$ cat src/rtl/srfr_pkg.sv
// ----------------------------------------------------------------------------
// srfr_pkg
// Shared types and codes for the sample ring filtered readout block.
// ----------------------------------------------------------------------------
package srfr_pkg;

  // Sample store geometry; the depth is a power of two.
  localparam int SAMPLE_DEPTH = 4096;
  localparam int SAMPLE_AW    = $clog2(SAMPLE_DEPTH);

  // Request command codes.
  localparam logic [2:0] CMD_WRITE     = 3'd0;
  localparam logic [2:0] CMD_READ_ANA  = 3'd1;
  localparam logic [2:0] CMD_READ_DIG  = 3'd2;
  localparam logic [2:0] CMD_SOFT_RST  = 3'd3;
  localparam logic [2:0] CMD_HARD_RST  = 3'd4;

  // Configuration register indexes.
  localparam logic [2:0] REG_DELAY     = 3'd0;
  localparam logic [2:0] REG_INTERVAL  = 3'd1;
  localparam logic [2:0] REG_FILTER    = 3'd2;
  localparam logic [2:0] REG_SCALE     = 3'd3;
  localparam logic [2:0] REG_REF       = 3'd4;
  localparam logic [2:0] REG_AC        = 3'd5;
  localparam logic [2:0] REG_TWELVE    = 3'd6;

  // Filter select codes.
  localparam logic [1:0] FILT_NONE     = 2'd0;
  localparam logic [1:0] FILT_AVG      = 2'd1;

  // Operation handed from the front to the back.
  typedef enum logic [2:0] {
    OP_WR,
    OP_CONV,
    OP_AVG,
    OP_RAW,
    OP_BIT,
    OP_CLR
  } srfr_op_e;

  // Back end sequencer states.
  typedef enum logic [2:0] {
    ST_IDLE,
    ST_RD,
    ST_AVG,
    ST_DIV,
    ST_MUL,
    ST_CVT,
    ST_CLR
  } srfr_state_e;

  // Configuration register set.
  typedef struct packed {
    logic        [11:0] delay;
    logic        [7:0]  interval;
    logic        [1:0]  filt;
    logic signed [31:0] scale;
    logic signed [31:0] ref_lvl;
    logic               ac;
    logic               twelve;
  } srfr_cfg_t;

  // Queue entry without the address.
  typedef struct packed {
    srfr_op_e           op;
    logic        [2:0]  bitsel;
    logic        [7:0]  win;
    logic signed [15:0] sample;
  } srfr_meta_t;

endpackage

$ cat src/rtl/srfr_queue.sv
// ----------------------------------------------------------------------------
// srfr_queue
// Two-entry queue that decouples the front from the back.
// ----------------------------------------------------------------------------
module srfr_queue import srfr_pkg::*; #(
  parameter int AW = 12
) (
  input  logic          clk_i,
  input  logic          rst_ni,
  input  logic          push_i,
  input  srfr_meta_t    meta_i,
  input  logic [AW-1:0] addr_i,
  input  logic          pop_i,
  output srfr_meta_t    meta_o,
  output logic [AW-1:0] addr_o,
  output logic          empty_o,
  output logic          full_o
);

  srfr_meta_t    meta_q [2];
  logic [AW-1:0] addr_q [2];
  logic          wp_q, rp_q;
  logic [1:0]    cnt_q;

  assign empty_o = (cnt_q == 2'd0);
  assign full_o  = (cnt_q == 2'd2);
  assign meta_o  = meta_q[rp_q];
  assign addr_o  = addr_q[rp_q];

  // Entry storage.
  always_ff @(posedge clk_i) begin
    if (push_i) begin
      meta_q[wp_q] <= meta_i;
      addr_q[wp_q] <= addr_i;
    end
  end

  // Pointers and fill count.
  always_ff @(posedge clk_i or negedge rst_ni) begin
    if (!rst_ni) begin
      wp_q  <= 1'b0;
      rp_q  <= 1'b0;
      cnt_q <= 2'd0;
    end else begin
      if (push_i) wp_q <= ~wp_q;
      if (pop_i) rp_q <= ~rp_q;
      cnt_q <= cnt_q + 2'(push_i) - 2'(pop_i);
    end
  end

endmodule

$ cat config.mk
export PLATFORM = sky130hd
export DESIGN_NAME = srfr_queue
export DESIGN_NICKNAME = d
export VERILOG_FILES = /design/src/rtl/srfr_pkg.sv /design/src/rtl/srfr_queue.sv
export SDC_FILE = /design/constraint.sdc
export NUM_CORES = 1
export LEC_CHECK = 0
export BUFFER_PORTS_ARGS = -buffer_cell sky130_fd_sc_hd__buf_2
export CORE_MARGIN = 8
export CORE_UTILIZATION = 38
export DETAILED_ROUTE_END_ITERATION = 7
export GPL_ROUTABILITY_DRIVEN = 0
export PLACE_DENSITY_LB_ADDON = 0.25
export SYNTH_ARGS = -nofsm -noshare
export SYNTH_HDL_FRONTEND = slang
export SYNTH_SLANG_ARGS = --single-unit
$ cat constraint.sdc
create_clock -name clk_i -period 2.6 [get_ports clk_i]
set_input_delay 0.13 -clock clk_i [delete_from_list [all_inputs] [get_ports clk_i]]
set_output_delay 0.13 -clock clk_i [all_outputs]
set_load 0.02 [all_outputs]
==> qor_table.md, run 1 <==
| Step | Metric | This run |
|:---|:---|:---|
| timing | Setup Total Neg Slack | 0 ns |
| route | Final ANT Viol Nets | 0 |
| cts | Setup Fix Bufs, Post-CTS | 0 |
| finish | Fraction of final layout cells sized beyond drive strength 1 | 51.7% |
| placement | DP Wirelength | 4130 um |
| hold path | Startpoint of the worst hold path | push_i |
| placement | Port Buffer Count | 89 |
| synthesis | Top post-synthesis cells by area | sky130_fd_sc_hd__edfxtp_1, sky130_fd_sc_hd__mux2_4, sky130_fd_sc_hd__dfrtp_1 |
| outcome | Status | complete, no violations |
| synthesis | Net count after synthesis | 194 |
| synthesis | Synthesis Warnings | 0 |
| route | DRC Markers | 0 |
| critical path | Critical path data required time | 2.47 ns |
| run | # Max-Cap Violations | 0 |
| cts | Cell at the root of the clock tree | sky130_fd_sc_hd__clkbuf_8 |
| route | Detailed-route via count | 1773 |
| synthesis | Sequential-to-total area share from yosys stat | 76.5% |
| grt | Largest net degree at the start of global routing | 26 |
| hold path | Hold EP | wp_q |
| critical path | Arrival time of the worst setup path | 1.63 ns |
| hold path | Hold Path Cell Cnt | 2 |
| finish | Net count of the finished layout | 337 |
| cts | Bufs on Longest Clock Path | 2 |
| synthesis | Post-synthesis register bit count | 88 |
| cts | Number of buffers inserted for hold repair after clock tree synthesis | 44 |
| critical path | Critical Path Max Stage Delay | 0.39 ns |
| timing | Part of the cycle the worst path needs | 67.6% |
| timing | Number of max-slew violations in the final report | 0 |
| critical path | Startpoint of the most critical register-to-register path | wp_q |
| timing | Max_slew headroom | 61.4% |
| synthesis | Post-Syn Instances | 146 |
| critical path | Slowest cell on crit path | sky130_fd_sc_hd__dfrtp_2 |
| grt | Remaining Overflow, GRT | 0 |
| grt | Overall routing resource usage | 10.7% |
| grt | Initial antenna violation count | 0 |
| timing | Achievable clock frequency | 569 MHz |
| finish | Share of the core filled with cells | 52.8% |
| cts | Register clock-pin slew on the reported worst setup and hold paths | 0.08 ns |
| critical path | Critical path start-end classification | reg2out |
| finish | Total inserted antenna cells | 0 |
| timing | RSZ-0062 raised after global routing | no |
| timing | Final-report hold violation count | 0 |
| cts | CTS resizes | 0 |
| floorplan | Rows | 34 |
| timing | Least-Margin Pin Slew | 0.578 ns |
| timing | Worst hold margin | 0.0167 ns |
| critical path | Nature of the critical path endpoint | output port |
| cts | Worst-Skew Late Latency | 0.34 ns |
| timing | # setup viols final | 0 |
| floorplan | Effective utilization at floorplan | 39.3% |
| power and ir drop | Max IR drop VDD | 0.556 mV |
| critical path | Setup slack of the most critical reg-to-reg path | 1.09 ns |
| floorplan | Chip Width | 111 um |
| route | Number of vias per cell | 4.41 |
| hold path | Worst hold-check path type | in2reg |
| synthesis | Largest area contributor in the synthesized netlist | sky130_fd_sc_hd__edfxtp_1 |
| route | TritonRoute pass-1 iters | 4 |
| floorplan | Core outline area | 8720 sq um |
| power and ir drop | Pwr per Cell Area | 993 nW/um^2 |
| timing | Setup skew after layout | 0.00814 ns |
| critical path | Worst reg-to-reg path cell count | 2 |
| synthesis | Post-synthesis area per instance | 23.5 sq um |
| synthesis | Unique cell type count in the Yosys netlist | 13 |
| critical path | Critical path launch point type | register |
| cts | Clock buffer count from CTS | 9 |
| critical path | Largest fanout on the critical path | 19 |
| timing | Min cycle time layout | 1.76 ns |
| cts | H-Tree Level Count | 3 |
| critical path | Endpoint of the most critical register-to-register path | meta_q[1][12] |
| critical path | Cells along the critical path | buf_4 > mux2_2 > buf_2 |
| floorplan | Number of I/O pins | 90 |
| route | Initial drt markers | 54 |
| grt | Wire length of the first global-routing pass | 10300 um |
| floorplan | Overall die height | 111 um |
| synthesis | Cell area after synthesis | 3430 sq um |
| grt | Via count of the first global-routing pass | 2050 |
| finish | Synthesis-to-layout area growth | 34.4% |
| critical path | Buffers & Inverters on Critical Path | 2 |
| cts | CTS tree | built |
| power and ir drop | Leakage Power | 1.89 nW |
| route | Total routed wirelength | 6480 um |
| route | Routed wire per std cell | 16.1 um |
| floorplan | Total Die Area | 12300 sq um |
| cts | Clk sink count | 88 |
| synthesis | Fraction of synthesized cell area taken by the top area cell type | 73.5% |
| critical path | Gate family responsible for the most delay along the worst path | buffers and inverters |
[through the flow]
| step | power (W) | setup slack, ns | std cells | instance area (sq um) |
|---|---|---|---|---|
| 2_1_floorplan | 0.00336 | 0.675 | 146 | 3430 |
| 3_3_place_gp | 0.00376 | 1.08 | 342 | 4000 |
| 3_5_place_dp | 0.00378 | 1.06 | 342 | 4000 |
| 4_1_cts | 0.00465 | 0.807 | 402 | 4610 |
| 5_1_grt | 0.00482 | 0.762 | 402 | 4610 |
| 6_report | 0.00458 | 0.843 | 402 | 4610 |
[cell usage after synthesis]
cell type / count
sky130_fd_sc_hd__dfrtp_1: 4
sky130_fd_sc_hd__buf_12: 4
sky130_fd_sc_hd__ha_1: 2
sky130_fd_sc_hd__mux2_4: 39
sky130_fd_sc_hd__xor2_1: 2
sky130_fd_sc_hd__edfxtp_1: 84
sky130_fd_sc_hd__and2_1: 1
sky130_fd_sc_hd__inv_1: 2
sky130_fd_sc_hd__buf_6: 1
sky130_fd_sc_hd__xor3_1: 1
sky130_fd_sc_hd__nor2b_1: 2
sky130_fd_sc_hd__nor2_1: 1
sky130_fd_sc_hd__mux2_2: 3
[cell type report]
cell class / count / area [sq um]
fillers: 690 / 4110
inverters: 2 / 7.51
clock buffers: 10 / 128
clock inverters: 6 / 43.8
multi-input cells: 51 / 717
well taps: 108 / 135
repair buffers: 137 / 953
flip-flops and latches: 88 / 2620
[power by group]
group	switching (W)	leakage, nW	internal [W]
clock	0.000464	0.0883	0.000351
combinational	0.000953	0.964	0.000839
sequential	0.0000850	0.834	0.00189
total	0.00150	1.89	0.00308
[how the worst max path moves through the flow]
stage | start | to | slack (ns) | cells past startpoint
3_5_place_dp | wp_q | meta_q[1][7] | 1.06 | 2
2_1_floorplan | wp_q | addr_q[0][0] | 0.67 | 1
4_1_cts | rp_q | addr_o[0] | 0.81 | 3
5_1_grt | rp_q | addr_o[0] | 0.76 | 3
6_report | rp_q | addr_o[0] | 0.84 | 3
3_3_place_gp | wp_q | addr_q[1][5] | 1.08 | 2
[cells in the final DEF, fill, tap and decap left out, drive strengths merged]
cell type	Yosys	final
xor2	2	2
ha	2	2
dfrtp	4	4
nor2b	2	2
dlygate4sd3	0	44
nor2	1	1
edfxtp	84	84
clkinv	0	5
mux2	42	42
inv	2	3
and2	1	1
clkbuf	0	10
buf	5	93
xor3	1	1
[worst register-to-register path, cell delays in order, from the launching register on]
cell,delay [ns]
sky130_fd_sc_hd__dfrtp_1,0.42
sky130_fd_sc_hd__and2_2,0.53
sky130_fd_sc_hd__buf_12,0.25
[kinds of logic after synthesis]
group	synth area share, %
flip-flops	76.5
buffers and inverters	2.88
XOR/XNOR	1.20
multiplexers	18.1
AND/OR/NAND/NOR	0.657
adder cells (fa/ha/maj)	0.730
[state kept, by name, indices dropped and copies added (netlist names)]
name,cells
meta_q,60
addr_q,24
cnt_q,2
rp_q,1
wp_q,1
[per-layer routing]
layer	vias up	wire, um	GRT usage [%]
met2	66	3230	18.4
met4	0	86	4.59
met1	843	2620	11.0
met5	-	0	0
met3	9	534	4.76
li1	855	-	-
No activity file was read; power rests on OpenSTA's default activity.
==> inputs of run 2 (changes only) <==
Clock period 2.6 ns to 1.8 ns, I/O delays scaled along.
==> run 2 against run 1 <==
Flip-flop and latch count unchanged. Clock power increased by 67%. Worst setup slack got worse by 0.62 ns. Clock skew increased by 0.0055 ns. Register-to-register slack got worse by 0.55 ns. Global-route usage decreased by 0.14 points. Count of clock-buffer cells in the layout increased by 2.
==> qor_table.md, run 2 (synthesized netlist as in run 1, its figures left out) <==
| Step | Metric | This run |
|:---|:---|:---|
| outcome | Status | complete, no violations |
| critical path | Nature of the critical path endpoint | output port |
| timing | Least-Margin Pin Slew | 0.281 ns |
| route | Total routed wirelength | 6370 um |
| floorplan | Total Die Area | 12300 sq um |
| route | Final ANT Viol Nets | 0 |
| placement | DP Wirelength | 4250 um |
| finish | Most frequent standard cell in the layout excluding fill and tap cells | sky130_fd_sc_hd__buf_2 |
| critical path | Cells along the critical path | buf_12 > mux2_2 > buf_2 |
| cts | Setup Fix Bufs, Post-CTS | 0 |
| timing | Final-report hold violation count | 0 |
| cts | Clock buffer count from CTS | 9 |
| finish | Max reg flops | 60 |
| cts | Register clock-pin slew on the reported worst setup and hold paths | 0.09 ns |
| power and ir drop | Max IR drop VDD | 0.665 mV |
| finish | Share of the core filled with cells | 53.7% |
| route | Initial drt markers | 45 |
| cts | Bufs on Longest Clock Path | 2 |
| floorplan | Rows | 34 |
| route | DRC Markers | 0 |
| finish | Largest regs | meta_q x60, addr_q x24, cnt_q x2 |
| timing | Min cycle time layout | 1.58 ns |
| finish | Number of standard cells in the layout, taps in and fillers out | 405 |
| finish | Area occupied by registers | 2620 sq um |
| timing | Achievable clock frequency | 635 MHz |
| cts | Worst-Skew Late Latency | 0.34 ns |
| cts | Number of buffers inserted for hold repair after clock tree synthesis | 45 |
| finish | Highest-count cells in the layout ignoring fill and taps | sky130_fd_sc_hd__buf_2, sky130_fd_sc_hd__edfxtp_1, sky130_fd_sc_hd__dlygate4sd3_1, sky130_fd_sc_hd__mux2_4, sky130_fd_sc_hd__clkbuf_8 |
| power and ir drop | Leakage Power | 1.92 nW |
| finish | Total inserted antenna cells | 0 |
| floorplan | Core outline area | 8720 sq um |
| critical path | Critical path data required time | 1.71 ns |
| grt | Initial antenna violation count | 0 |
| route | Detailed-route via count | 1794 |
| timing | Setup skew after layout | 0.0136 ns |
| floorplan | Overall die height | 111 um |
| timing | # setup viols final | 0 |
| critical path | Critical path start-end classification | reg2out |
| critical path | Gate family responsible for the most delay along the worst path | flip-flops |
| finish | Reg with most FFs | meta_q |
| critical path | Slowest cell on crit path | sky130_fd_sc_hd__dfrtp_2 |
| critical path | Startpoint of the most critical register-to-register path | wp_q |
| route | TritonRoute pass-1 iters | 4 |
| timing | Part of the cycle the worst path needs | 87.5% |
| grt | Overall routing resource usage | 10.5% |
| floorplan | Chip Width | 111 um |
| cts | CTS resizes | 0 |
| finish | Synthesis-to-layout area growth | 36.6% |
| power and ir drop | Pwr per Cell Area | 1460 nW/um^2 |
| finish | Multi-input gate area in the final layout | 717 sq um |
| critical path | Largest fanout on the critical path | 22 |
| cts | Clk sink count | 88 |
| timing | Number of max-slew violations in the final report | 0 |
| critical path | Depth of the critical timing path with buffers and inverters included | 3 |
| route | Routed wire per std cell | 15.7 um |
| critical path | Endpoint of the most critical register-to-register path | meta_q[0][1] |
| finish | Fraction of final layout cells sized beyond drive strength 1 | 52.2% |
| grt | Largest net degree at the start of global routing | 31 |
| timing | RSZ-0062 raised after global routing | no |
| critical path | Setup slack of the most critical reg-to-reg path | 0.54 ns |
| cts | CTS tree | built |
| timing | Max_slew headroom | 81.2% |
| cts | H-Tree Level Count | 3 |
| critical path | Critical Path Max Stage Delay | 0.41 ns |
| route | Number of vias per cell | 4.43 |
| critical path | Arrival time of the worst setup path | 1.49 ns |
| finish | Fill cell total of the finished layout | 709 |
| placement | Port Buffer Count | 89 |
| grt | Wire length of the first global-routing pass | 10200 um |
| run | # Max-Cap Violations | 0 |
| finish | Net count of the finished layout | 340 |
| critical path | Buffers & Inverters on Critical Path | 2 |
| grt | Remaining Overflow, GRT | 0 |
| critical path | Critical path launch point type | register |
| placement | Total placed cells including tap cells | 344 |
| grt | Via count of the first global-routing pass | 1962 |
| floorplan | Number of I/O pins | 90 |
| critical path | Worst reg-to-reg path cell count | 2 |
| floorplan | Effective utilization at floorplan | 39.3% |
| cts | Cell at the root of the clock tree | sky130_fd_sc_hd__clkbuf_8 |
| hold path | Worst hold-check path type | in2async |
==> run 2: changes by cell type in the layout (fill, tap and decap cells not counted), sizes merged <==
cell / before / now
clkbuf: 10 / 12
clkinv: 5 / 1
bufinv: 0 / 1
clkinvlp: 0 / 2
dlygate4sd3: 44 / 45
buf: 93 / 95
inv: 3 / 2
==> run 2: final cells by class <==
| cell class | instances | area share, % |
|---|---|---|
| sequential | 88 | 56.0 |
| timing repair buffer | 140 | 21.2 |
| multi-input combinational | 51 | 15.3 |
| clock buffer | 12 | 3.31 |
| tap | 108 | 2.89 |
| clock inverter | 4 | 1.15 |
| inverter | 2 | 0.160 |
==> run 2: stage by stage <==
step	worst slack (ns)	area (sq um)	setup TNS (ns)	hold slack, ns	total power (W)
after floorplan	-0.0467	3440	-1.96	-0.206	0.00486
after global placement	0.558	4020	0	-0.0908	0.00548
after detailed placement	0.526	4020	0	-0.0910	0.00552
after CTS	0.189	4680	0	0.0802	0.00698
after global routing	0.168	4680	0	0.0842	0.00721
final	0.225	4680	0	0.103	0.00685
==> run 2: routing by layer <==
layer	part of all wire (%)	vias up	wire (um)	GRT usage, %
li1	-	861	-	-
met1	40	871	2530	10.9
met2	52	52	3340	18.3
met3	6.0	10	384	3.25
met4	1.9	0	123	6.49
met5	0	-	0	0
==> run 2: worst max-delay path by stage <==
stage	slack, ns	to	start
floorplan	-0.05	addr_q[1][0]	wp_q
global placement	0.56	meta_q[0][21]	wp_q
detailed placement	0.53	meta_q[0][28]	wp_q
CTS	0.19	meta_o[29]	rp_q
global route	0.17	addr_o[11]	rp_q
finish	0.22	meta_o[29]	rp_q
==> run 2: report_power, final <==
part           switching [W]  leakage, nW  internal (W)
logic                0.00138        0.983       0.00126
registers           0.000127        0.834       0.00272
clock network       0.000644       0.0988      0.000720
