## config.mk

```make
export PLATFORM = sky130hd
export DESIGN_NAME = srfr_front
export DESIGN_NICKNAME = d
export VERILOG_FILES = /design/src/rtl/srfr_pkg.sv /design/src/rtl/srfr_front.sv
export SDC_FILE = /design/constraint.sdc
export NUM_CORES = 1
export LEC_CHECK = 0
export CELL_PAD_IN_SITES_DETAIL_PLACEMENT = 1
export CELL_PAD_IN_SITES_GLOBAL_PLACEMENT = 1
export CORE_ASPECT_RATIO = 0.75
export CORE_MARGIN = 5
export CORE_UTILIZATION = 48
export CTS_CLUSTER_DIAMETER = 150
export DETAILED_ROUTE_END_ITERATION = 12
export DONT_BUFFER_PORTS = 1
export PLACE_DENSITY = 0.86
export SYNTH_ARGS = -nofsm -noshare
export SYNTH_HDL_FRONTEND = slang
export SYNTH_SLANG_ARGS = --single-unit
```

## constraint.sdc

```tcl
create_clock -name clk_i -period 11.2 [get_ports clk_i]
set_clock_uncertainty 0.05 [all_clocks]
set_input_delay 2.8 -clock clk_i [delete_from_list [all_inputs] [get_ports clk_i]]
set_output_delay 2.8 -clock clk_i [all_outputs]
set_load 0.01 [all_outputs]
```

## src/rtl/srfr_pkg.sv

```systemverilog
// ----------------------------------------------------------------------------
// srfr_pkg
// Shared types and codes for the sample ring filtered readout block.
// ----------------------------------------------------------------------------
package srfr_pkg;

  // Sample store geometry; the depth is a power of two.
  localparam int SAMPLE_DEPTH = 4096;
  localparam int SAMPLE_AW    = $clog2(SAMPLE_DEPTH);

  // Request command codes.
  localparam logic [2:0] CMD_WRITE     = 3'd0;
  localparam logic [2:0] CMD_READ_ANA  = 3'd1;
  localparam logic [2:0] CMD_READ_DIG  = 3'd2;
  localparam logic [2:0] CMD_SOFT_RST  = 3'd3;
  localparam logic [2:0] CMD_HARD_RST  = 3'd4;

  // Configuration register indexes.
  localparam logic [2:0] REG_DELAY     = 3'd0;
  localparam logic [2:0] REG_INTERVAL  = 3'd1;
  localparam logic [2:0] REG_FILTER    = 3'd2;
  localparam logic [2:0] REG_SCALE     = 3'd3;
  localparam logic [2:0] REG_REF       = 3'd4;
  localparam logic [2:0] REG_AC        = 3'd5;
  localparam logic [2:0] REG_TWELVE    = 3'd6;

  // Filter select codes.
  localparam logic [1:0] FILT_NONE     = 2'd0;
  localparam logic [1:0] FILT_AVG      = 2'd1;

  // Operation handed from the front to the back.
  typedef enum logic [2:0] {
    OP_WR,
    OP_CONV,
    OP_AVG,
    OP_RAW,
    OP_BIT,
    OP_CLR
  } srfr_op_e;

  // Back end sequencer states.
  typedef enum logic [2:0] {
    ST_IDLE,
    ST_RD,
    ST_AVG,
    ST_DIV,
    ST_MUL,
    ST_CVT,
    ST_CLR
  } srfr_state_e;

  // Configuration register set.
  typedef struct packed {
    logic        [11:0] delay;
    logic        [7:0]  interval;
    logic        [1:0]  filt;
    logic signed [31:0] scale;
    logic signed [31:0] ref_lvl;
    logic               ac;
    logic               twelve;
  } srfr_cfg_t;

  // Queue entry without the address.
  typedef struct packed {
    srfr_op_e           op;
    logic        [2:0]  bitsel;
    logic        [7:0]  win;
    logic signed [15:0] sample;
  } srfr_meta_t;

endpackage

```

## src/rtl/srfr_front.sv

```systemverilog
// ----------------------------------------------------------------------------
// srfr_front
// Accepts requests, tracks the newest address and turns each write, read and
// hard reset request into a queue entry with its resolved memory address.
// ----------------------------------------------------------------------------
module srfr_front import srfr_pkg::*; #(
  parameter int AW        = 12,
  parameter int MAX_WINDOW = 255
) (
  input  logic              clk_i,
  input  logic              rst_ni,
  input  srfr_cfg_t         cfg_i,
  input  logic              start_i,
  input  logic [2:0]        command_i,
  input  logic [15:0]       write_address_i,
  input  logic signed [15:0] sample_value_i,
  input  logic [11:0]       position_i,
  input  logic              full_i,
  output logic              push_o,
  output srfr_meta_t        meta_o,
  output logic [AW-1:0]     addr_o
);

  localparam int DW = (AW + 3 > 21) ? AW + 3 : 21;
  localparam logic [11:0] MaxWin = 12'(MAX_WINDOW);

  logic [AW-1:0] newest_q, newest_d;
  logic [19:0]   step;
  logic [DW-1:0] span;
  logic [AW-1:0] ana_addr;
  logic [AW-1:0] dig_addr;
  logic [AW-1:0] wr_addr;
  logic [7:0]    win;
  logic          accept;

  // Distance and window arithmetic.
  assign accept   = start_i && !full_i;
  assign step     = cfg_i.interval * position_i;
  assign span     = DW'(cfg_i.delay) + DW'(step);
  assign ana_addr = newest_q - span[AW-1:0];
  assign dig_addr = newest_q - span[AW+2:3];
  assign wr_addr  = AW'(write_address_i);
  assign win      = ({4'b0, cfg_i.interval} > MaxWin) ? MaxWin[7:0] : cfg_i.interval;

  // Request classification.
  always_comb begin
    newest_d      = newest_q;
    push_o        = 1'b0;
    meta_o.op     = OP_WR;
    meta_o.bitsel = span[2:0];
    meta_o.win    = win;
    meta_o.sample = sample_value_i;
    addr_o        = ana_addr;
    if (accept) begin
      unique case (command_i)
        CMD_WRITE: begin
          push_o   = 1'b1;
          addr_o   = wr_addr;
          newest_d = wr_addr;
        end
        CMD_READ_ANA: begin
          push_o = 1'b1;
          if (cfg_i.filt == FILT_NONE) begin
            meta_o.op = OP_CONV;
          end else if (cfg_i.filt == FILT_AVG) begin
            meta_o.op = OP_AVG;
            addr_o    = ana_addr - AW'({1'b0, win[7:1]});
          end else begin
            meta_o.op = OP_RAW;
          end
        end
        CMD_READ_DIG: begin
          push_o    = 1'b1;
          meta_o.op = OP_BIT;
          addr_o    = dig_addr;
        end
        CMD_SOFT_RST: begin
          newest_d = '0;
        end
        CMD_HARD_RST: begin
          // The back end clears the store in order with the other requests.
          push_o    = 1'b1;
          meta_o.op = OP_CLR;
          newest_d  = '0;
        end
        default: begin
        end
      endcase
    end
  end

  // Newest address register.
  always_ff @(posedge clk_i or negedge rst_ni) begin
    if (!rst_ni) begin
      newest_q <= '0;
    end else begin
      newest_q <= newest_d;
    end
  end

endmodule

```

==> results.tsv, run 1 <==
stage	metric	value	unit
critical_path	reg-to-reg endpoint	newest_q[8]	
sta	Fin. Hold Viols	0	
clocking	clock sink count	12	
final_layout	FILL cells	1321	
pwr	Static Leak	2.607	nW
logic_synthesis	post-synth top area share	25.27	%
sta	Max Freq	90.70	MHz
final_layout	synthesis-to-layout area growth	1.838	%
outcome	run status	finished clean	
final_layout	final instance area	5406	um2
logic_synthesis	synth top area cells	fa_1 (25%), ha_1 (12%), inv_1 (7.2%), dfrtp_1 (5.7%), and2_1 (5.3%)	
floorplanning	Die X	131.4	um
logic_synthesis	Post-Syn Nets	921	
pwr	Pwr Total	0.002188	W
global_routing	vias in the first global route	5099	
logic_synthesis	sequential-to-total area share from yosys stat	5.656	%
critical_path	data required time at the worst endpoint	8350	ps
critical_path	Max FO, Critical Path	13	
routing	initial drt markers	357	
pwr	peak supply drop	212.2	uV
sta	setup violators final	0	
clocking	Setup Buffers After CTS	0	
final_layout	Most flops, register	newest_q	
final_layout	Top Registers	newest_q (12)	
routing	Vias per Instance	5.961	
global_routing	largest net degree at the start of global routing	19	
sta	Min Clock Period, post-route	11030	ps
clocking	CTS clk-pin slew, worst paths	50	ps
logic_synthesis	flops & latches, synth	12	
clocking	later-pin clock latency in the skew report	240	ps
global_routing	GRT Total Usage	24.10	%
clocking	# resized after CTS	0	
logic_synthesis	post-synth top area cell	fa_1	
floorplanning	DIE AREA	13280	um2
placed_design	gpl congestion	0.9617	
global_routing	Overflow after GRT	0	
critical_path	FF-to-FF setup slack	10250	ps
routing	total number of vias	4572	
critical_path	kind of start point of the critical path	input port	
critical_path	R2R depth	1	
clocking	clk buf depth	2	
logic_synthesis	ys async rst share	100.0	%
logic_synthesis	Ys Warns	0	
clocking	CTS tree	done	
floorplanning	starting density of the core	48.89	%
routing	DRT Pass-1 Iters	5	
critical_path	CP arrival	8180	ps
sta	max-slew violations	0	
floorplanning	io pins	182	
routing	Routed Antenna Nets	0	
critical_path	Crit Reg-Reg Startpoint	newest_q[8]	
logic_synthesis	Syn Inst Count	666	
logic_synthesis	Most used DFF post-synth	dfrtp_1	
critical_path	Setup crit end	addr_o[11]	
routing	Post-route DRC	0	
logic_synthesis	Mapped Area	5309	um2
logic_synthesis	Synth cell types	64	
floorplanning	Die Height	101.1	um
sta	measured slew at the worst slew-check pin	923.6	ps
final_layout	max reg flops	12	
clocking	CTS Root Cell	clkbuf_16	
global_routing	first-pass GRT wire length	26.15	mm
pwr	Cell Pwr Density	404.6	nW/um2
final_layout	ant diodes	0	
critical_path	WS Path Type	input port to primary output	
routing	routed wire length	15.70	mm
global_routing	antenna violations before repair	0	
floorplanning	Row Count	33	
placed_design	Final HPWL DP	13.28	mm
routing	WL/cell	20.47	um
clocking	H-tree levels	1	
placed_design	DP Area	5253	um2
clocking	Num CTS Buffers	3	
placed_design	number of port buffers	0	
logic_synthesis	Post-synth top cells	inv_1 (102), nand2_1 (71), fa_1 (67), ha_1 (49), and2_1 (45)	
clocking	hold_buf cts	0	
critical_path	CP Capture Type	primary output	
min_path	HP Class	register to register	
sta	Tcrit/Tclk final	98.44	%
floorplanning	core footprint	10860	um2
sta	worst rel slew slack	38.30	%
final_layout	layout cells sized above 1	5.582	%
logic_synthesis	count leader, synth	inv_1	
logic_synthesis	number of flops mapped to enable cells by yosys	0	
critical_path	critical path startpoint	cfg_i[68]	
final_layout	NumNets Final	883	
logic_synthesis	Avg Inst Size Synth	7.971	um2
flow_run	max cap viols	0	
how the worst min path moves through the flow:
stage           startpoint          end  slack [ps]  cells past startpoint
2_1_floorplan  newest_q[0]  newest_q[0]         420                      1
3_3_place_gp   newest_q[0]  newest_q[0]         440                      1
3_5_place_dp   newest_q[0]  newest_q[0]         480                      1
4_1_cts        newest_q[0]  newest_q[0]         510                      1
5_1_grt        newest_q[0]  newest_q[0]         540                      1
6_report       newest_q[0]  newest_q[0]         510                      1
metal layers:
layer | GRT usage [%] | wire length (um) | vias to the layer above
li1 | - | - | 2085
met1 | 31.25 | 6699 | 2308
met2 | 42.24 | 7690 | 149
met3 | 4.242 | 1033 | 30
met4 | 5.771 | 279 | 0
met5 | 0 | 0 | -
placed cells by master, fill, tap and decap left out, types with 4 or more instances in the layout:
cell type  count
a21oi_2        4
xnor2_1       27
nor2b_1        6
o21ai_1        5
nand2b_1      11
a22o_1        13
a21oi_1       18
nor3_1        14
nand2_1       71
mux2i_1        4
nand4_1        4
fa_1          67
nor2_1        34
a21o_1        10
o21ai_0       22
xor2_1        12
buf_4          6
ha_1          47
inv_1        102
nand3_1        8
o21a_1         7
and2_1        45
dfrtp_1       12
worst max-delay path, stage by stage:
cell     delay [ps]
nand2_1          60
fa_1            510
inv_1            50
ha_1            300
ha_1            280
inv_1            40
fa_1            430
inv_1            70
ha_1            230
inv_1            90
fa_1            700
ha_4            260
a21o_1          160
xor2_1          330
ha_1            350
o21ai_0         290
nand2_1         130
o21ai_0         160
nor2b_2         290
or3b_1          360
mux2i_1         180
o21ai_2         100
per-stage QoR:
stage                     hold WS [ps]  std cells  utilization [%]  TNS [ps]  setup WS (ps)
final                            514.8        767            49.79         0          174.6
after global routing             536.4        767            49.79    -58.52         -39.39
after CTS                        514.5        767            49.19         0          52.90
after detailed placement         484.8        763            48.37         0          110.2
after global placement           438.5        763            48.37         0          252.0
after floorplan                  416.1        666                -         0          384.1
report_power, final:
part / internal (W) / switching [W]
Combinational: 0.000831 / 0.00122
Clock: 0.0000540 / 0.0000202
Sequential: 0.0000486 / 0.0000106
cell families (layout without fill, tap and decap cells):
group	count (synthesis)	after routing	share of synthesized area (%)
buf+inv	151	112	12.42
flops	12	12	5.656
mux	4	4	0.7542
xor+xnor	43	43	7.377
simple gates	213	213	20.06
compound gates	122	122	15.93
fa+ha+maj	121	121	37.80
cell type report:
type                       instances  area, um2  area share [%]
timing repair buffer               6      45.04          0.8331
inverter                         102      382.9           7.082
multi-input combinational        503       4414           81.65
sequential                        12      300.3           5.554
tap                              140      175.2           3.240
clock buffer                       4      88.84           1.643
Note: power is estimated with default switching activity, not from simulation.
==> inputs of run 2 (changes only) <==
CORE_UTILIZATION = 43   (was 48)
PLACE_DENSITY = 0.82   (was 0.86)
clock period = 9.9 ns   (was 11.2 ns; I/O delays follow)
==> run 2 against run 1 <==
The run now ends with setup timing left; hold slack improved by 4.6 ps; register-to-register slack got worse by 1400 ps; die area rose by 11%; clock-buffer cell count did not move; non-clock buffer count rose by 63; design area rose by 21%; via count rose by 11%; critical path depth fell by 2; global-route usage rose by 1.8 points; flip-flop and latch count did not move; setup slack got worse by 450 ps; critical path type unchanged; highest routed layer unchanged.
==> results.tsv, run 2 (same netlist as run 1, synthesis figures left out) <==
stage	metric	value	unit	change
outcome	run status	finished, violations left		
outcome	violated checks	setup timing		
final_layout	NumNets Final	946		+7.1%
critical_path	CP arrival	7650	ps	-530 ps
min_path	HP Class	register to register		
sta	setup violators final	6		+6
global_routing	largest net degree at the start of global routing	18		-1
critical_path	Worst path most repeated cell	fa_2		
final_layout	layout cells sized above 1	26.23	%	+21 points
critical_path	delay-heaviest family, CP	adder cells		
final_layout	Top Registers	newest_q (12)		
clocking	CTS tree	done		
routing	Routed Antenna Nets	0		unchanged
sta	worst rel slew slack	31.28	%	-7.0 points
critical_path	Crit Reg-Reg Startpoint	newest_q[8]		
routing	Vias per Instance	5.946		-0.25%
sta	Max Freq	98.27	MHz	
sta	max-slew violations	0		unchanged
routing	routed wire length	19.93	mm	+27%
sta	Fin. Hold Viols	0		unchanged
final_layout	FILL cells	1440		+9.0%
critical_path	CP max-delay cell	fa_2		
clocking	clk buf depth	2		unchanged
critical_path	kind of start point of the critical path	input port		
critical_path	FF-to-FF setup slack	8830	ps	-1420 ps
clocking	later-pin clock latency in the skew report	240	ps	about the same
clocking	clock sink count	12		unchanged
final_layout	Most flops, register	newest_q		
routing	initial drt markers	259		-27%
global_routing	Overflow after GRT	0		unchanged
final_layout	area of the multi-input gates	4990	um2	+13%
clocking	H-tree levels	1		unchanged
final_layout	commonest non-fill, non-tap cell in the layout	inv_1		
critical_path	WP buf/inv	4		unchanged
global_routing	antenna violations before repair	0		unchanged
placed_design	gpl congestion	0.9237		-4.0%
final_layout	max reg flops	12		unchanged
routing	WL/cell	23.29	um	+14%
min_path	Hold Crit Depth	1		unchanged
floorplanning	core footprint	12170	um2	+12%
sta	unrepaired setup endpoints after global routing	yes		
routing	total number of vias	5090		+11%
critical_path	Max FO, Critical Path	14		+1
clocking	CTS Root Cell	clkbuf_16		
clocking	hold_buf cts	0		unchanged
min_path	Hold Path Sink	newest_q[0]		
floorplanning	DIE AREA	14690	um2	+11%
floorplanning	Die Height	106.2	um	+5.1%
critical_path	WS Path Type	input port to primary output		
clocking	Num CTS Buffers	3		unchanged
min_path	hold path start	newest_q[0]		
sta	Min Clock Period, post-route	10180	ps	
final_layout	highest-count cells in the layout ignoring fill and taps	inv_1 (95), nand2_1 (64), fa_1 (63), buf_4 (61), and2_1 (44)		
final_layout	ant diodes	0		unchanged
final_layout	synthesis-to-layout area growth	22.77	%	
floorplanning	Die X	138.3	um	+5.2%
clocking	CTS clk-pin slew, worst paths	40	ps	about the same
floorplanning	io pins	182		unchanged
critical_path	R2R depth	1		unchanged
sta	Tcrit/Tclk final	102.8	%	
critical_path	worst-path cell chain	nand2_8, fa_1, inv_2, fa_1, ha_1, inv_2, fa_2, fa_2, buf_6, buf_6, fa_2, a21o_1, a21oi_2, o21bai_1, maj3_2, maj3_2, a21oi_2, xor2_1, nor2_1, a211o_1		
global_routing	GRT Total Usage	25.94	%	+1.8 points
final_layout	register area	300.3	um2	unchanged
floorplanning	starting density of the core	43.61	%	-5.3 points
routing	Post-route DRC	0		unchanged
flow_run	max cap viols	0		unchanged
critical_path	worst stage delay on the critical path	570	ps	-130 ps
critical_path	CP Capture Type	primary output		
critical_path	reg-to-reg endpoint	newest_q[8]		
global_routing	vias in the first global route	5891		+16%
placed_design	number of port buffers	0		unchanged
critical_path	data required time at the worst endpoint	7380	ps	-970 ps
routing	DRT Pass-1 Iters	7		+2
sta	PnR worst setup slack	-275.6	ps	-450.3 ps
placed_design	Final HPWL DP	14.31	mm	+7.7%
sta	setup TNS	-781.7	ps	-781.7 ps
sta	measured slew at the worst slew-check pin	1029	ps	+105.1 ps
floorplanning	Row Count	35		+6.1%
global_routing	first-pass GRT wire length	30.84	mm	+18%
run 2: routing by layer:
metal / vias up / routed length [um] / track usage (%)
met5: - / 0 / 0
met4: 0 / 902 / 9.873
met3: 79 / 1099 / 4.541
met2: 205 / 10100 / 48.08
met1: 2600 / 7827 / 29.91
li1: 2206 / - / -
run 2: what timing repair did:
item,4_1_cts,5_1_grt
setup endpoints to repair,7,7
gates resized for setup,67,56
pin swaps,45,38
buffers inserted,14,4
run 2: how the worst max path moves through the flow:
stage,from,to,cells after the start
after floorplan,cfg_i[70],addr_o[11],21
after global placement,cfg_i[80],addr_o[11],22
after detailed placement,cfg_i[80],addr_o[11],22
after CTS,position_i[5],addr_o[11],19
after global routing,cfg_i[69],addr_o[8],20
final,cfg_i[69],addr_o[8],20
run 2: cell type report:
class,count,share of cell area (%)
clock buffer,4,1.363
inverter,102,5.874
multi-input combinational,503,76.56
sequential,12,4.607
tap,166,3.187
timing repair buffer,69,8.409
run 2: through the flow:
| stage | instance area [um2] | util, % | hold WS (ps) | instances | setup WS, ps |
|---|---|---|---|---|---|
| floorplan | 5394 | - | 416.1 | 666 | 1.967 |
| global placement | 5709 | 46.90 | 439.8 | 836 | -164.2 |
| detailed placement | 5709 | 46.90 | 442.0 | 836 | -426.9 |
| CTS | 6226 | 51.14 | 451.4 | 852 | -80.77 |
| global route | 6518 | 53.54 | 523.1 | 856 | -376.7 |
| finish | 6518 | 53.54 | 519.4 | 856 | -275.6 |
Power of run 2 is left out: the tool's default activity adds up to more than one toggle a clock period on the data nets, which glitch-free logic cannot reach.
==> inputs of run 3 (changes only) <==
SETUP_SLACK_MARGIN = 0.5   (was not set)
==> run 3 against run 2 <==
The run still ends with setup timing left; first-iteration DRC count is 9.7% higher; global-route usage is 1.4 points lower; register-to-register slack better by 40 ps; final cell count fell by 1.3%.
==> results.tsv, run 3 (same netlist as run 1, synthesis figures left out) <==
stage	metric	value	unit	change
sta	max-slew violations	0		unchanged
placed_design	number of port buffers	0		unchanged
placed_design	gpl congestion	0.9081		-1.7%
global_routing	antenna violations before repair	0		unchanged
flow_run	max cap viols	0		unchanged
clocking	H-tree levels	1		unchanged
critical_path	Max FO, Critical Path	4		-10
critical_path	kind of start point of the critical path	input port		
routing	Vias per Instance	5.937		-0.15%
critical_path	CP max-delay cell	fa_1		
clocking	later-pin clock latency in the skew report	240	ps	about the same
floorplanning	Die X	138.3	um	unchanged
final_layout	synthesis-to-layout area growth	19.92	%	
clocking	CTS Root Cell	clkbuf_16		
routing	Post-route DRC	0		unchanged
routing	total number of vias	5017		-1.4%
critical_path	data required time at the worst endpoint	7380	ps	about the same
global_routing	first-pass GRT wire length	29.21	mm	-5.3%
final_layout	NumNets Final	936		-1.1%
placed_design	DP Area	5685	um2	-0.42%
critical_path	worst-path cell chain	inv_1, fa_1, inv_1, fa_1, inv_1, fa_1, fa_1, inv_1, ha_4, o21ai_2, a21o_1, a21oi_2, o21ai_2, nand2b_1, a21o_1, a21oi_2, xor2_1, ha_1, a21o_1, a41oi_2, xnor2_1, a221oi_2, o21ai_2		
min_path	HP Class	register to register		
routing	WL/cell	22.95	um	-1.5%
outcome	violated checks	setup timing		
critical_path	worst stage delay on the critical path	540	ps	-30 ps
critical_path	WS Path Type	input port to primary output		
critical_path	delay-heaviest family, CP	adder cells		
final_layout	max reg flops	12		unchanged
global_routing	GRT Total Usage	24.55	%	-1.4 points
floorplanning	starting density of the core	43.61	%	unchanged
floorplanning	Die Height	106.2	um	unchanged
sta	setup violators final	4		-2
critical_path	CP arrival	7550	ps	-100 ps
sta	Fin. Hold Viols	0		unchanged
clocking	CTS tree	done		
sta	Min Clock Period, post-route	10070	ps	-105.4 ps
final_layout	Most flops, register	newest_q		
final_layout	final instance area	6366	um2	-2.3%
critical_path	WP buf/inv	4		unchanged
sta	Tcrit/Tclk final	101.7	%	-1.1 points
routing	DRT Pass-1 Iters	5		-2
final_layout	layout cells sized above 1	23.56	%	-2.7 points
outcome	run status	finished, violations left		
global_routing	largest net degree at the start of global routing	18		unchanged
floorplanning	DIE AREA	14690	um2	unchanged
placed_design	pre-CTS WS	-268.9	ps	+158.0 ps
sta	unrepaired setup endpoints after global routing	yes		
final_layout	commonest non-fill, non-tap cell in the layout	inv_1		
clocking	clock sink count	12		unchanged
clocking	hold_buf cts	0		unchanged
final_layout	Top Registers	newest_q (12)		
floorplanning	Row Count	35		unchanged
sta	setup TNS	-409.6	ps	+372.1 ps
sta	worst rel slew slack	29.82	%	-1.5 points
clocking	Num CTS Buffers	3		unchanged
critical_path	CP Capture Type	primary output		
routing	routed wire length	19.39	mm	-2.7%
placed_design	Final HPWL DP	14.27	mm	-0.28%
global_routing	Overflow after GRT	0		unchanged
global_routing	vias in the first global route	5650		-4.1%
sta	WHS	480.6	ps	-38.81 ps
clocking	clk buf depth	2		unchanged
sta	measured slew at the worst slew-check pin	1051	ps	+21.86 ps
sta	PnR worst setup slack	-170.2	ps	+105.4 ps
floorplanning	core footprint	12170	um2	unchanged
sta	Max Freq	99.30	MHz	+1.0%
routing	Routed Antenna Nets	0		unchanged
clocking	CTS clk-pin slew, worst paths	40	ps	about the same
final_layout	ant diodes	0		unchanged
routing	initial drt markers	284		+9.7%
floorplanning	io pins	182		unchanged
final_layout	highest-count cells in the layout ignoring fill and taps	inv_1 (97), nand2_1 (67), fa_1 (64), buf_4 (53), and2_1 (44)		
-- run 3: per-layer routing --
| layer | GRT usage [%] | vias up | routed length [um] |
|---|---|---|---|
| li1 | - | 2182 | - |
| met4 | 6.841 | 0 | 636 |
| met3 | 4.317 | 55 | 1155 |
| met5 | 0 | - | 0 |
| met1 | 28.69 | 2574 | 7597 |
| met2 | 46.27 | 206 | 10000 |
-- run 3: through the flow --
step / util [%] / instances
after CTS: 50.22 / 838
final: 52.29 / 845
after global placement: 46.70 / 827
after detailed placement: 46.70 / 827
after floorplan: - / 666
after global routing: 52.29 / 845
-- run 3: path summary, 6_finish.rpt --
check,startpoint,slack (ps),cells past startpoint,endpoint
max reg2reg,newest_q[5],8870,1,newest_q[5]
min,newest_q[0],480,1,newest_q[0]
min in group asynchronous,rst_ni,1880,0,newest_q[10]
min reg2reg,newest_q[0],480,1,newest_q[0]
max in group asynchronous,rst_ni,7850,0,newest_q[3]
max,cfg_i[82],-170,23,addr_o[11]
-- run 3: layout make-up --
class / count / area (um2)
Fill cell: 1470 / 5808
Multi-Input combinational cell: 503 / 4935
Timing Repair Buffer: 59 / 465.4
Inverter: 102 / 382.9
Sequential cell: 12 / 300.3
Tap cell: 166 / 207.7
Clock buffer: 3 / 75.07
-- run 3: repair_timing --
item / 4_1_cts / 5_1_grt
hold endpoints to repair: 0 / 0
setup endpoints to repair: 8 / 8
gates resized for setup: 58 / 41
pin swaps: 37 / 31
buffers inserted: 8 / 7
Power of run 3 is left out for the same reason.
